[config.mk]
export PLATFORM = sky130hd
export DESIGN_NAME = ffsa_front
export DESIGN_NICKNAME = d
export VERILOG_FILES = /design/src/hdl/ffsa_pkg.sv /design/src/hdl/ffsa_front.sv
export SDC_FILE = /design/constraint.sdc
export NUM_CORES = 1
export LEC_CHECK = 0
export BUFFER_PORTS_ARGS = -buffer_cell sky130_fd_sc_hd__buf_2
export CORE_MARGIN = 3
export CORE_UTILIZATION = 45
export DETAILED_ROUTE_END_ITERATION = 6
export PLACE_DENSITY = 0.71
export SLEW_MARGIN = 5
export SYNTH_ARGS = -nofsm -noshare
export SYNTH_HDL_FRONTEND = slang
export SYNTH_SLANG_ARGS = --single-unit
[constraint.sdc]
create_clock -name clk -period 4.7 [get_ports clk]
set_input_delay 0.94 -clock clk [delete_from_list [all_inputs] [get_ports clk]]
set_output_delay 0.94 -clock clk [all_outputs]
set_load 0.02 [all_outputs]
[src/hdl/ffsa_pkg.sv]
// Shared constants, codes and item type for the first-fit spectrum allocator.
package ffsa_pkg;

  localparam int LINKS_DEF  = 32;
  localparam int SLICES_DEF = 256;
  localparam int ROUTES_DEF = 16;

  localparam int MASK_W = 32;
  localparam int CNT_W  = 9;
  localparam int LEN_W  = 16;
  localparam int CFG_W  = 9;
  localparam int MISS_W = 16;

  localparam logic OP_CLEAR = 1'b0;
  localparam logic OP_ROUTE = 1'b1;

  typedef struct packed {
    logic              clear;
    logic              skip;
    logic              last;
    logic [MASK_W-1:0] mask;
    logic [CNT_W-1:0]  n;
    logic [LEN_W-1:0]  len;
  } item_t;

endpackage

[src/hdl/ffsa_front.sv]
// Front end: accepts input transactions, classifies them and queues them.
module ffsa_front import ffsa_pkg::*; #(
  parameter int SLICES = SLICES_DEF
) (
  input  logic              clk,
  input  logic              rst_n,
  input  logic [CFG_W-1:0]  slices_in_use,
  input  logic              in_tvalid,
  output logic              in_tready,
  input  logic [63:0]       in_tdata,   // link_mask, slot_count, route_length, zero pad
  input  logic              in_tuser,   // op
  input  logic              in_tlast,   // last_route
  output logic              q_valid,
  input  logic              q_pop,
  output item_t             q_item
);

  item_t      mem_r [2];
  logic       wp_r, wp_nxt, rp_r, rp_nxt;
  logic [1:0] cnt_r, cnt_nxt;
  item_t      cls;
  logic       push;
  logic [CNT_W-1:0] n_in;

  assign n_in = in_tdata[MASK_W +: CNT_W];

  always_comb begin
    cls.clear = (in_tuser == OP_CLEAR);
    cls.last  = in_tlast;
    cls.mask  = in_tdata[MASK_W-1:0];
    cls.n     = n_in;
    cls.len   = in_tdata[MASK_W+CNT_W +: LEN_W];
    if (32'(slices_in_use) > SLICES) begin
      cls.skip = (n_in == '0) || (32'(n_in) > SLICES);
    end else begin
      cls.skip = (n_in == '0) || (n_in > slices_in_use);
    end
  end

  assign in_tready = (cnt_r != 2'd2);
  assign push      = in_tvalid && in_tready;
  assign q_valid   = (cnt_r != 2'd0);
  assign q_item    = mem_r[rp_r];

  always_comb begin
    wp_nxt  = push ? ~wp_r : wp_r;
    rp_nxt  = q_pop ? ~rp_r : rp_r;
    cnt_nxt = cnt_r + 2'(push) - 2'(q_pop);
  end

  always_ff @(posedge clk) begin
    if (push) begin
      mem_r[wp_r] <= cls;
    end
    if (!rst_n) begin
      wp_r  <= 1'b0;
      rp_r  <= 1'b0;
      cnt_r <= 2'd0;
    end else begin
      wp_r  <= wp_nxt;
      rp_r  <= rp_nxt;
      cnt_r <= cnt_nxt;
    end
  end

endmodule

### Yosys cells after proc, flatten, opt, wreduce, memory -nomap -nowiden

Memories as Yosys holds them, arrays and structs flattened. A register that Yosys moved wholly into a read port is not among the register bits.
Index checks and enable logic that the tools add are counted.
Widths: inputs -> output; s select.

* memories kept: 1
* RAM bits: 120
* bits of input ports: 79
* logic and storage cells: 23
* output and inout bits: 62
* bits in registers: 4

Memories
* mem_r: words 2, bits a word 60, rd ports 1, clocked after Yosys merged registers in 1, write ports 1, RTL line ffsa_front.sv:18 `item_t mem_r [2];`

* muxes and demuxes: 5
* reduce and logical (&&, ||, !) cells: 5
* $add $sub $neg: 2
* magnitude comparators: 3
* equality and inequality tests: 1
* bitwise gates (word level): 3

Operator list (number)
* $gt 9x9->1 const B: 2
* $gt 9x9->1: 1
* $logic_not 9->1: 1
* $mux 1: 5
* $not 1->1: 3
* $add 2x1->2: 1
* $logic_or 1x1->1: 2
* $ne 2x2->1 const B: 1
* $reduce_bool 2->1: 1
* $sub 2x1->2: 1
* $logic_and 1x1->1: 1

### Depth between registers and ports, before layout

Gate-level depths: netlist of run 1.

* depth after elaboration: 4
* depth in mapped cells: 8

### Worst setup path after synthesis of run 1

Ideal clock, no wire load.

* kind: input-to-reg
* start: input port in_tvalid
* end: memory mem_r[0][0] (netlist bit), enable pin
* stages: 2
* path slack: 670 ps
* library setup time: 478 ps
* arrival: 3552 ps
* path buffers: 0
* cell sequence: nand2_1 > nor2_1

* word-level cells in the longest chain between the ends: 3

RTL lines
* start: declaration: RTL line ffsa_front.sv:8 `input logic in_tvalid,`
* $logic_and 1x1->1: RTL line ffsa_front.sv:41 `assign push = in_tvalid && in_tready;`
* $mux 1: RTL line ffsa_front.sv:52 `if (push) begin`
* $mux 1 (implied by the code): RTL line ffsa_front.sv:53 `mem_r[wp_r] <= cls;`
* end: declaration: RTL line ffsa_front.sv:18

Every way passes these cells.

==> impl_results.md, run 1 <==
* Capturing point of the worst reg2reg path: mem_r[1][42]$_DFFE_PP_
* Reg-to-reg slack, setup at roughly 2.6 ns
* Routed WL per cell at approximately 16 µm
* Clk_lat worst skew at around 0.5 ns
* N_diodes at 0
* Avg Cell Area, Syn at 19.2 µm²
* Status: finished, final reports clean
* First-pass GRT wire length at 13000 µm
* Worst vdd ir at about 280 µV
* DP HPWL at 5850 µm
* Leak at 0.00245 µW
* Core box area at around 10000 µm²
* Worst path arrival time at around 2.3 ns
* CTS Hold Bufs at 0
* Root buf cell: clkbuf_8
* Clock transition at the registers of the reported paths at 0.06 ns
* Hold Path Class: reg2reg
* Crit Path Max Fanout at 38
* Final instance area at approximately 6300 µm²
* Die Ht at 110 µm
* DRC viols at 0
* RSZ-0062 raised after global routing: no
* Die width at roughly 110 µm
* YS warnings at 0
* Fin. Hold Viols at 0
* Mapped cell area at 4830 µm²
* Total Wirelength at roughly 8600 µm
* Synth Register Bits at 125
* Total die area at around 12000 µm²
* Worst Clk Skew at about 0.011 ns
* Worst setup SP type: flip-flop
* Congestion Overflow GR at 0
* Routability Congestion at just under 0.8
* Max stage delay on crit path at 0.67 ns
* First DRT Iteration DRCs at a little under 90
* Num CTS Buffers at 17
* H-tree depth at 4
* Mapped Cells at 251
* Synthesis-to-finish area growth at 29.6%
* Critical path class: reg2out
* CTS tree: done
* CTS sink cnt at between 100 and 150
* Placed Area at around 5700 µm²
* Total number of vias at 2681
* IO Port Bufs at 133
* Fraction of layout cells with a size suffix above 1 at between 50% and 60%
* Final min period at approximately 3.2 ns
* Reg2Reg Launch Point: cnt_r[0]$_SDFF_PN0_
* Largest net degree at the start of global routing at 45
* Sequential-to-total area share from yosys stat at about 77%
* # rows at 37
* # resized after CTS at 0
* NumNets Final at approximately 500
* WHS Path Cells at 2
* Vias per cell at approximately 5
* Vias in the first global route at 2686
* # Post-CTS Setup Buffers at 0
* CP required at ~3.8 ns
* Slew @ Worst Pin at slightly above 1 ns
* Max Fclk at between 300 and 400 MHz
* Crit-path cells: buf_4 > mux2_2 > buf_2
* R2r worst-path depth at 3
* Cell Pwr Density at approximately 530 nW/µm²
* Setup crit end kind: output port
* Setup TNS at 0 ns
* Number of max-cap violations at 0
* Post-route clock period utilization at 68.9%
* HP Start: rp_r$_SDFFE_PN0P_
* Total Routing Usage GR at 14.7%
* # IOs at around 140
* Syn nets at approximately 340
* Clock buffer depth at 2
* Synth unique cells at 25
* Setup-failing EPs final at 0
* Initial Util at between 40% and 50%
* Final Slew Violations at 0
* Slew headroom at a little under a third
* Detail Route Antenna Nets at 0
* Initial antenna violation count at 0
* Drt first pass iters at 4
* Slowest cell on crit path: dfxtp_2
-- stage by stage --
step                setup WS [ns]  instances  utilization [%]  total power, µW  hold WS (ns)
floorplan                   0.670        251                -             1880         0.555
global placement             1.94        517             54.7             2080         0.561
detailed placement           1.92        517             54.7             2090         0.559
CTS                          1.37        547             60.4             3390         0.567
global route                 1.29        547             60.4             3490         0.595
finish                       1.46        547             60.4             3340         0.571
-- Yosys cell counts --
cell type,number,area share [%]
a211oi_1,2,0.31
mux2_2,60,14
a21oi_1,3,0.31
o21ai_1,1,0.10
xnor2_1,3,0.54
edfxtp_1,120,75
o311ai_1,1,0.18
dfxtp_1,5,2.1
nor3_2,1,0.21
o2111a_1,1,0.23
inv_1,13,1.0
nand3_1,1,0.10
xor2_1,1,0.18
nor2_1,1,0.078
nor3_1,1,0.10
and2_1,5,0.65
ha_1,11,2.9
buf_2,7,0.73
nand4_1,2,0.26
and3_1,1,0.13
a21o_1,2,0.31
or2_2,1,0.13
nor4_1,4,0.52
nand2_1,3,0.23
nand2b_1,1,0.13
-- worst max path at each step --
stage	startpoint	end	slack (ns)
2_1_floorplan	in_tvalid	mem_r[0][0]$_DFFE_PP_	0.67
3_3_place_gp	flip-flop	q_item[57]	1.94
3_5_place_dp	flip-flop	q_item[37]	1.92
4_1_cts	flip-flop	q_item[37]	1.37
5_1_grt	flip-flop	q_item[7]	1.29
6_report	flip-flop	q_item[37]	1.46
-- area by class of cell --
| type | instances | area (µm²) |
|---|---|---|
| fillers | 832 | 4110 |
| clock inverters | 13 | 175 |
| flip-flops and latches | 125 | 3700 |
| clock buffers | 17 | 414 |
| repair buffers | 137 | 696 |
| well taps | 136 | 170 |
| multi-input cells | 106 | 1050 |
| inverters | 13 | 48.8 |
-- placed cells by master (no fill, tap or decap), drive strengths merged, types with 4 or more instances in the layout --
master	instances
buf	137
edfxtp	120
mux2	60
clkbuf	17
inv	13
ha	11
clkinv	7
and2	5
dfxtp	5
nor4	4
bufinv	4
-- critical path: cells and delay by family, from the launching register on --
family	cells	cell delay, ns
buf+inv	2	0.69
flops	1	0.67
mux	1	0.40
-- cells by family (layout without fill, tap and decap cells) --
logic type	Yosys count	after routing	synth area share, %
AOI/OAI and AO/OA	10	10	1.45
xor gates and xnor gates	4	4	0.726
adders and majority gates	11	11	2.85
buffers and inverters	20	180	1.74
DFF	125	125	76.7
muxes	60	60	14.0
and+or+nand+nor	21	21	2.54
-- metal layers --
layer	up-vias	GRT usage (%)	part of all wire, %
met1	1297	16.4	39
met5	-	0	0
met3	9	5.64	6.8
met2	98	25.4	53
met4	0	5.34	1.2
li1	1277	-	-
-- state kept, by name, indices dropped and copies added (netlist names), named ones only --
| register | cells |
|---|---|
| rp_r | 1 |
| cnt_r | 2 |
| mem_r | 120 |
| wp_r | 1 |
-- where the power goes --
group / internal (µW) / total [µW] / switching [µW]
combinational: 224 / 584 / 360
sequential: 1430 / 1480 / 47.0
clock: 848 / 1280 / 430
No activity file was read; power rests on OpenSTA's default activity.
==> run 2: changes to the inputs <==
- PLACE_DENSITY: 0.71 -> 0.74
- clock period: 4.7 -> 2.68 ns (I/O delays scaled with it)
==> run 2 against run 1 <==
Compared with the run above:
- worst hold slack got worse by 0.35 ns
- flip-flop and latch count unchanged
- non-clock buffer count did not move
- sequential share of layout area decreased by 0.29 points
- critical endpoint is now q_item[51]
- sequential power grew 74%
==> impl_results.md, run 2 (synthesis gave the netlist of run 1 again) <==
* Clk_lat worst skew at 0.50 ns (about the same)
* Overall power at 5830 µW (+75%)
* Routed wl met3 at 680 µm (+15%)
* Smallest hold slack at 0.223 ns (-0.349 ns)
* First DRT Iteration DRCs at 95 (+9.2%)
* Drt first pass iters at 4 (unchanged)
* Clock buffer depth at 2 (unchanged)
* Setup crit end kind: output port
* Worst slack at placement at 0.632 ns (-1.29 ns)
* CP required at 2.14 ns (-1.62 ns)
* Root buf cell: clkbuf_8
* Max reg flops at 120 (unchanged)
* Vias per cell at 4.94 (+0.71%)
* Uppermost layer routed: met5
* # IOs at 141 (unchanged)
* Worst setup SP type: flip-flop
* Top Registers: mem_r (120), cnt_r (2)
* IO Port Bufs at 133 (unchanged)
* CTS tree: done
* CTS Hold Bufs at 0 (unchanged)
* Congestion Overflow GR at 0 (unchanged)
* Status: finished, final reports clean
* Hold Path Class: in2reg
* Fraction of layout cells with a size suffix above 1 at 55.1% (-0.84 points)
* Fin. Hold Viols at 0 (unchanged)
* First-pass GRT wire length at 13000 µm (about the same)
* Clock transition at the registers of the reported paths at 0.05 ns (about the same)
* # resized after CTS at 0 (unchanged)
* Setup-failing EPs final at 0 (unchanged)
* Largest net degree at the start of global routing at 61 (+36%)
* # rows at 37 (unchanged)
* Critical path class: reg2out
* Die width at 110 µm (unchanged)
* CTS sink cnt at 125 (unchanged)
* Slew @ Worst Pin at 0.428 ns (-0.607 ns)
* Fin worst setup slack at 0.309 ns (-1.15 ns)
* Cell Pwr Density at 928 nW/µm² (+74%)
* Total number of vias at 2695 (+0.52%)
* Final Slew Violations at 0 (unchanged)
* Final min period at 2.37 ns
* Slowest cell on crit path: dfxtp_2
* Worst vdd ir at 412 µV (+46%)
* Routability Congestion at 0.824 (+4.9%)
* Total Routing Usage GR at 14.7% (+0.021 points)
* Crit Path Max Fanout at 25 (-34%)
* Vias in the first global route at 2741 (+2.0%)
* Worst Clk Skew at 0.00486 ns (-0.00656 ns)
* Setup TNS at 0 ns (unchanged)
* Reg2Reg Launch Point: cnt_r[0]$_SDFF_PN0_
* Most frequent cells in the layout: 133 x buf_2, 120 x edfxtp_1, 60 x mux2_2, 16 x clkbuf_16, 13 x inv_1
* DP HPWL at 5730 µm (-2.2%)
* Crit-path cells: buf_12 > mux2_2 > buf_2
* Routed WL per cell at 15.4 µm (-2.0%)
* Fin util at 60.7% (+0.30 points)
* Total Wirelength at 8420 µm (-2.2%)
* Leak at 0.00245 µW (+0.24%)
* Number of max-cap violations at 0 (unchanged)
* RSZ-0062 raised after global routing: no
* Detail Route Antenna Nets at 0 (unchanged)
* Worst path arrival time at 1.84 ns (-0.46 ns)
* Post-route clock period utilization at 88.5%
* Total die area at 12000 µm² (unchanged)
* Max stage delay on crit path at 0.56 ns (-0.11 ns)
* Die Ht at 110 µm (unchanged)
* Core box area at 10400 µm² (unchanged)
* HP Start: in_tdata[45]
* # Post-CTS Setup Buffers at 0 (unchanged)
* H-tree depth at 4 (unchanged)
* Metal-1 WL at 3230 µm (-2.9%)
* Slew headroom at 71.2% (+40 points)
* Num CTS Buffers at 17 (unchanged)
* Largest register by flop count: mem_r
* Synthesis-to-finish area growth at 30.3%
* NumNets Final at 490 (unchanged)
* DR WL met2 at 4410 µm (-4.1%)
* Commonest non-fill, non-tap cell in the layout: buf_2
* Initial Util at 46.6% (unchanged)
* N_diodes at 0 (unchanged)
* Initial antenna violation count at 1 (+1)
* Max Fclk at 422 MHz
* DRC viols at 0 (unchanged)
## run 2: stage by stage
step | area [µm²] | instances
floorplan | 4840 | 251
global placement | 5720 | 517
detailed placement | 5720 | 517
CTS | 6290 | 546
global route | 6290 | 546
finish | 6290 | 546
## run 2: report_power, final
| group | internal (µW) | switching [µW] |
|---|---|---|
| clock network | 1480 | 724 |
| registers | 2500 | 76.7 |
| logic | 417 | 638 |
| total | 4400 | 1440 |
## run 2: final cells by class
| class | instances | area [µm²] |
|---|---|---|
| Clock inverter | 10 | 149 |
| Timing Repair Buffer | 137 | 746 |
| Clock buffer | 19 | 422 |
| Tap cell | 136 | 170 |
| Inverter | 13 | 48.8 |
| Sequential cell | 125 | 3700 |
| Fill cell | 823 | 4080 |
| Multi-Input combinational cell | 106 | 1050 |
## run 2: path summary, 6_finish.rpt
path / endpoint / slack (ns) / cells past startpoint
worst max-delay path: q_item[51] / 0.31 / 3
worst min-delay path: mem_r[1][4]$_DFFE_PP_ / 0.22 / 1
worst max register to register: cnt_r[1]$_SDFF_PN0_ / 1.01 / 8
worst min register to register: rp_r$_SDFFE_PN0P_ / 0.59 / 2
## run 2: layer usage
layer  up-vias  track usage (%)
met4         2             6.95
li1       1282                -
met1      1302             15.9
met3         9             5.58
met2       100             25.3
met5         -                0
## run 2: critical path, delay by kind of cell, from the launching register on
kind                   cells  cell delay (ns)
muxes                      1             0.37
buffers and inverters      2             0.39
DFF                        1             0.56
==> run 3: changes to the inputs <==
- CTS_BUF_LIST: unset -> sky130_fd_sc_hd__clkbuf_4
==> run 3 against run 2 <==
Compared with the run above:
- sequential share of layout area increased by 2.7 points
- critical path depth unchanged
- wire length decreased by 0.75%
- register-to-register slack about the same
- utilization decreased by 2.7 points
- count of clock-buffer cells in the layout unchanged
- design area decreased by 4.4%
- first-iteration DRC count increased by 7.4%
- critical endpoint unchanged
==> impl_results.md, run 3 (synthesis gave the netlist of run 1 again) <==
* First DRT Iteration DRCs at 102 (+7.4%)
* Cell Pwr Density at 826 nW/µm² (-11%)
* Drt first pass iters at 4 (unchanged)
* Number of max-cap violations at 0 (unchanged)
* First-pass GRT wire length at 12900 µm (-0.48%)
* Most frequent cells in the layout: 133 x buf_2, 120 x edfxtp_1, 60 x mux2_2, 19 x clkbuf_4, 13 x inv_1
* Vias per cell at 4.92 (-0.33%)
* Worst Clk Skew at 0.0122 ns (+0.00733 ns)
* Max Fclk at 424 MHz (+0.46%)
* Initial Util at 46.6% (unchanged)
* CTS Hold Bufs at 0 (unchanged)
* Fraction of layout cells with a size suffix above 1 at 55.6% (+0.49 points)
* Seq pwr share at 51.7% (+7.5 points)
* Sw Share at 26.6% (+2.0 points)
* Final min period at 2.36 ns (-0.0109 ns)
* Delay-heaviest family, CP: flip-flops
* # IOs at 141 (unchanged)
* WHS Path Cells at 1 (unchanged)
* DR WL met2 at 4390 µm (-0.25%)
* CTS tree: done
* RSZ-0062 raised after global routing: no
* Vias in the first global route at 2749 (+0.29%)
* Hold Path End: mem_r[1][4]$_DFFE_PP_
* Fin. Hold Viols at 0 (unchanged)
* NumNets Final at 490 (unchanged)
* DP HPWL at 5730 µm (unchanged)
* Cell Int Power at 3650 µW (-17%)
* Detail Route Antenna Nets at 0 (unchanged)
* Status: finished, final reports clean
* Slew @ Worst Pin at 0.433 ns (+0.00498 ns)
* Net Switching at 1320 µW (-8.1%)
* Crit-path cells: buf_12 > mux2_2 > buf_2
* Routability Congestion at 0.824 (unchanged)
* Commonest non-fill, non-tap cell in the layout: buf_2
* Total number of vias at 2686 (-0.33%)
* Synthesis-to-finish area growth at 24.5%
* # rows at 37 (unchanged)
* H-tree depth at 4 (unchanged)
* Clk_lat worst skew at 0.48 ns (-0.02 ns)
* Metal-1 WL at 3190 µm (-1.5%)
* Uppermost layer routed: met5
* Setup-failing EPs final at 0 (unchanged)
* R2r worst-path depth at 8 (unchanged)
* Total Wirelength at 8360 µm (-0.75%)
* Routed wl met3 at 650 µm (-4.4%)
* Combinational share of power at 21.3% (+3.2 points)
* Congestion Overflow GR at 0 (unchanged)
* Critical path class: reg2out
* Reg2Reg Launch Point: cnt_r[0]$_SDFF_PN0_
* # resized after CTS at 0 (unchanged)
* # Post-CTS Setup Buffers at 0 (unchanged)
* CP required at 2.14 ns (about the same)
* Worst path arrival time at 1.82 ns (-0.02 ns)
* WP buf/inv at 2 (unchanged)
* Setup TNS at 0 ns (unchanged)
* Clock buffer depth at 2 (unchanged)
* IO Port Bufs at 133 (unchanged)
* N_diodes at 0 (unchanged)
* Reg-to-reg slack, setup at 1.02 ns (about the same)
* DRC viols at 0 (unchanged)
* Root buf cell: clkbuf_4
* Total Routing Usage GR at 14.7% (unchanged)
* HP Start: in_tdata[45]
* Fin util at 58.0% (-2.7 points)
* Largest register by flop count: mem_r
* Worst setup SP type: flip-flop
* Worst vdd ir at 387 µV (-6.0%)
* Die width at 110 µm (unchanged)
* Num CTS Buffers at 17 (unchanged)
* Final Slew Violations at 0 (unchanged)
* Routed WL per cell at 15.3 µm (-0.75%)
* CTS sink cnt at 125 (unchanged)
* Post-route clock period utilization at 88.1% (-0.41 points)
* Largest net degree at the start of global routing at 61 (unchanged)
* Top Registers: mem_r (120), cnt_r (2)
* Clock power share at 27.0% (-11 points)
* Die Ht at 110 µm (unchanged)
* Initial antenna violation count at 1 (unchanged)
* Crit Path Max Fanout at 25 (unchanged)
* Total die area at 12000 µm² (unchanged)
* Core box area at 10400 µm² (unchanged)
* Max reg flops at 120 (unchanged)
* Slowest cell on crit path: dfxtp_2
* Slew headroom at 70.8% (-0.34 points)
* Leak at 0.00234 µW (-4.9%)
* Clock transition at the registers of the reported paths at 0.10 ns (+0.05 ns)
* Hold Path Class: in2reg
* Fillcell total at 858 (+4.3%)
* Max stage delay on crit path at 0.58 ns (+0.02 ns)
* Setup crit end kind: output port
* Capturing point of the worst reg2reg path: cnt_r[1]$_SDFF_PN0_
[run 3: cell counts in the layout (fill, tap and decap cells not counted)]
No cell type changed its count.
[run 3: worst max-delay path by stage]
stage / end / slack [ns] / cells past startpoint
global route: q_item[49] / 0.19 / 3
CTS: q_item[51] / 0.23 / 3
finish: q_item[51] / 0.32 / 3
global placement: mem_r[0][58]$_DFFE_PP_ / 0.70 / 7
floorplan: mem_r[1][0]$_DFFE_PP_ / 0.17 / 2
detailed placement: mem_r[0][58]$_DFFE_PP_ / 0.63 / 7
[run 3: layout make-up]
class / instances / area (µm²) / share of cell area [%]
clock buffer: 19 / 143 / 2.37
clock inverter: 10 / 149 / 2.48
inverter: 13 / 48.8 / 0.812
multi-input combinational: 106 / 1050 / 17.5
sequential: 125 / 3700 / 61.6
tap: 136 / 170 / 2.83
timing repair buffer: 137 / 746 / 12.4
[run 3: per-layer routing]
layer | GRT usage (%) | vias to the layer above
met3 | 5.23 | 11
met2 | 25.9 | 99
li1 | - | 1281
met5 | 0 | -
met4 | 7.21 | 2
met1 | 15.5 | 1293
[run 3: worst register-to-register path, stage by stage (launching register included)]
cell      delay, ns
dfxtp_1        0.35
nand2b_1       0.14
nand2_1        0.14
ha_1           0.30
inv_1          0.04
ha_1           0.19
xnor2_1        0.14
xnor2_1        0.12
and2_1         0.14
[run 3: power groups by stage]
stage          clock network (µW)  registers (µW)  logic (µW)
5_1_grt                      1500            2600        1140
2_1_floorplan                   0            2600         698
4_1_cts                      1390            2580        1080
3_5_place_dp                    0            2620        1070
3_3_place_gp                    0            2600        1060
6_report                     1340            2570        1060
[run 3: metrics by stage]
| step | std cells | hold WS [ns] | power, µW | setup slack, ns | area [µm²] |
|---|---|---|---|---|---|
| CTS | 546 | 0.177 | 5050 | 0.225 | 6010 |
| global route | 546 | 0.159 | 5240 | 0.188 | 6010 |
| finish | 546 | 0.234 | 4970 | 0.320 | 6010 |
| global placement | 517 | 0.567 | 3660 | 0.697 | 5720 |
| floorplan | 251 | 0.555 | 3290 | 0.170 | 4840 |
| detailed placement | 517 | 0.577 | 3700 | 0.632 | 5720 |
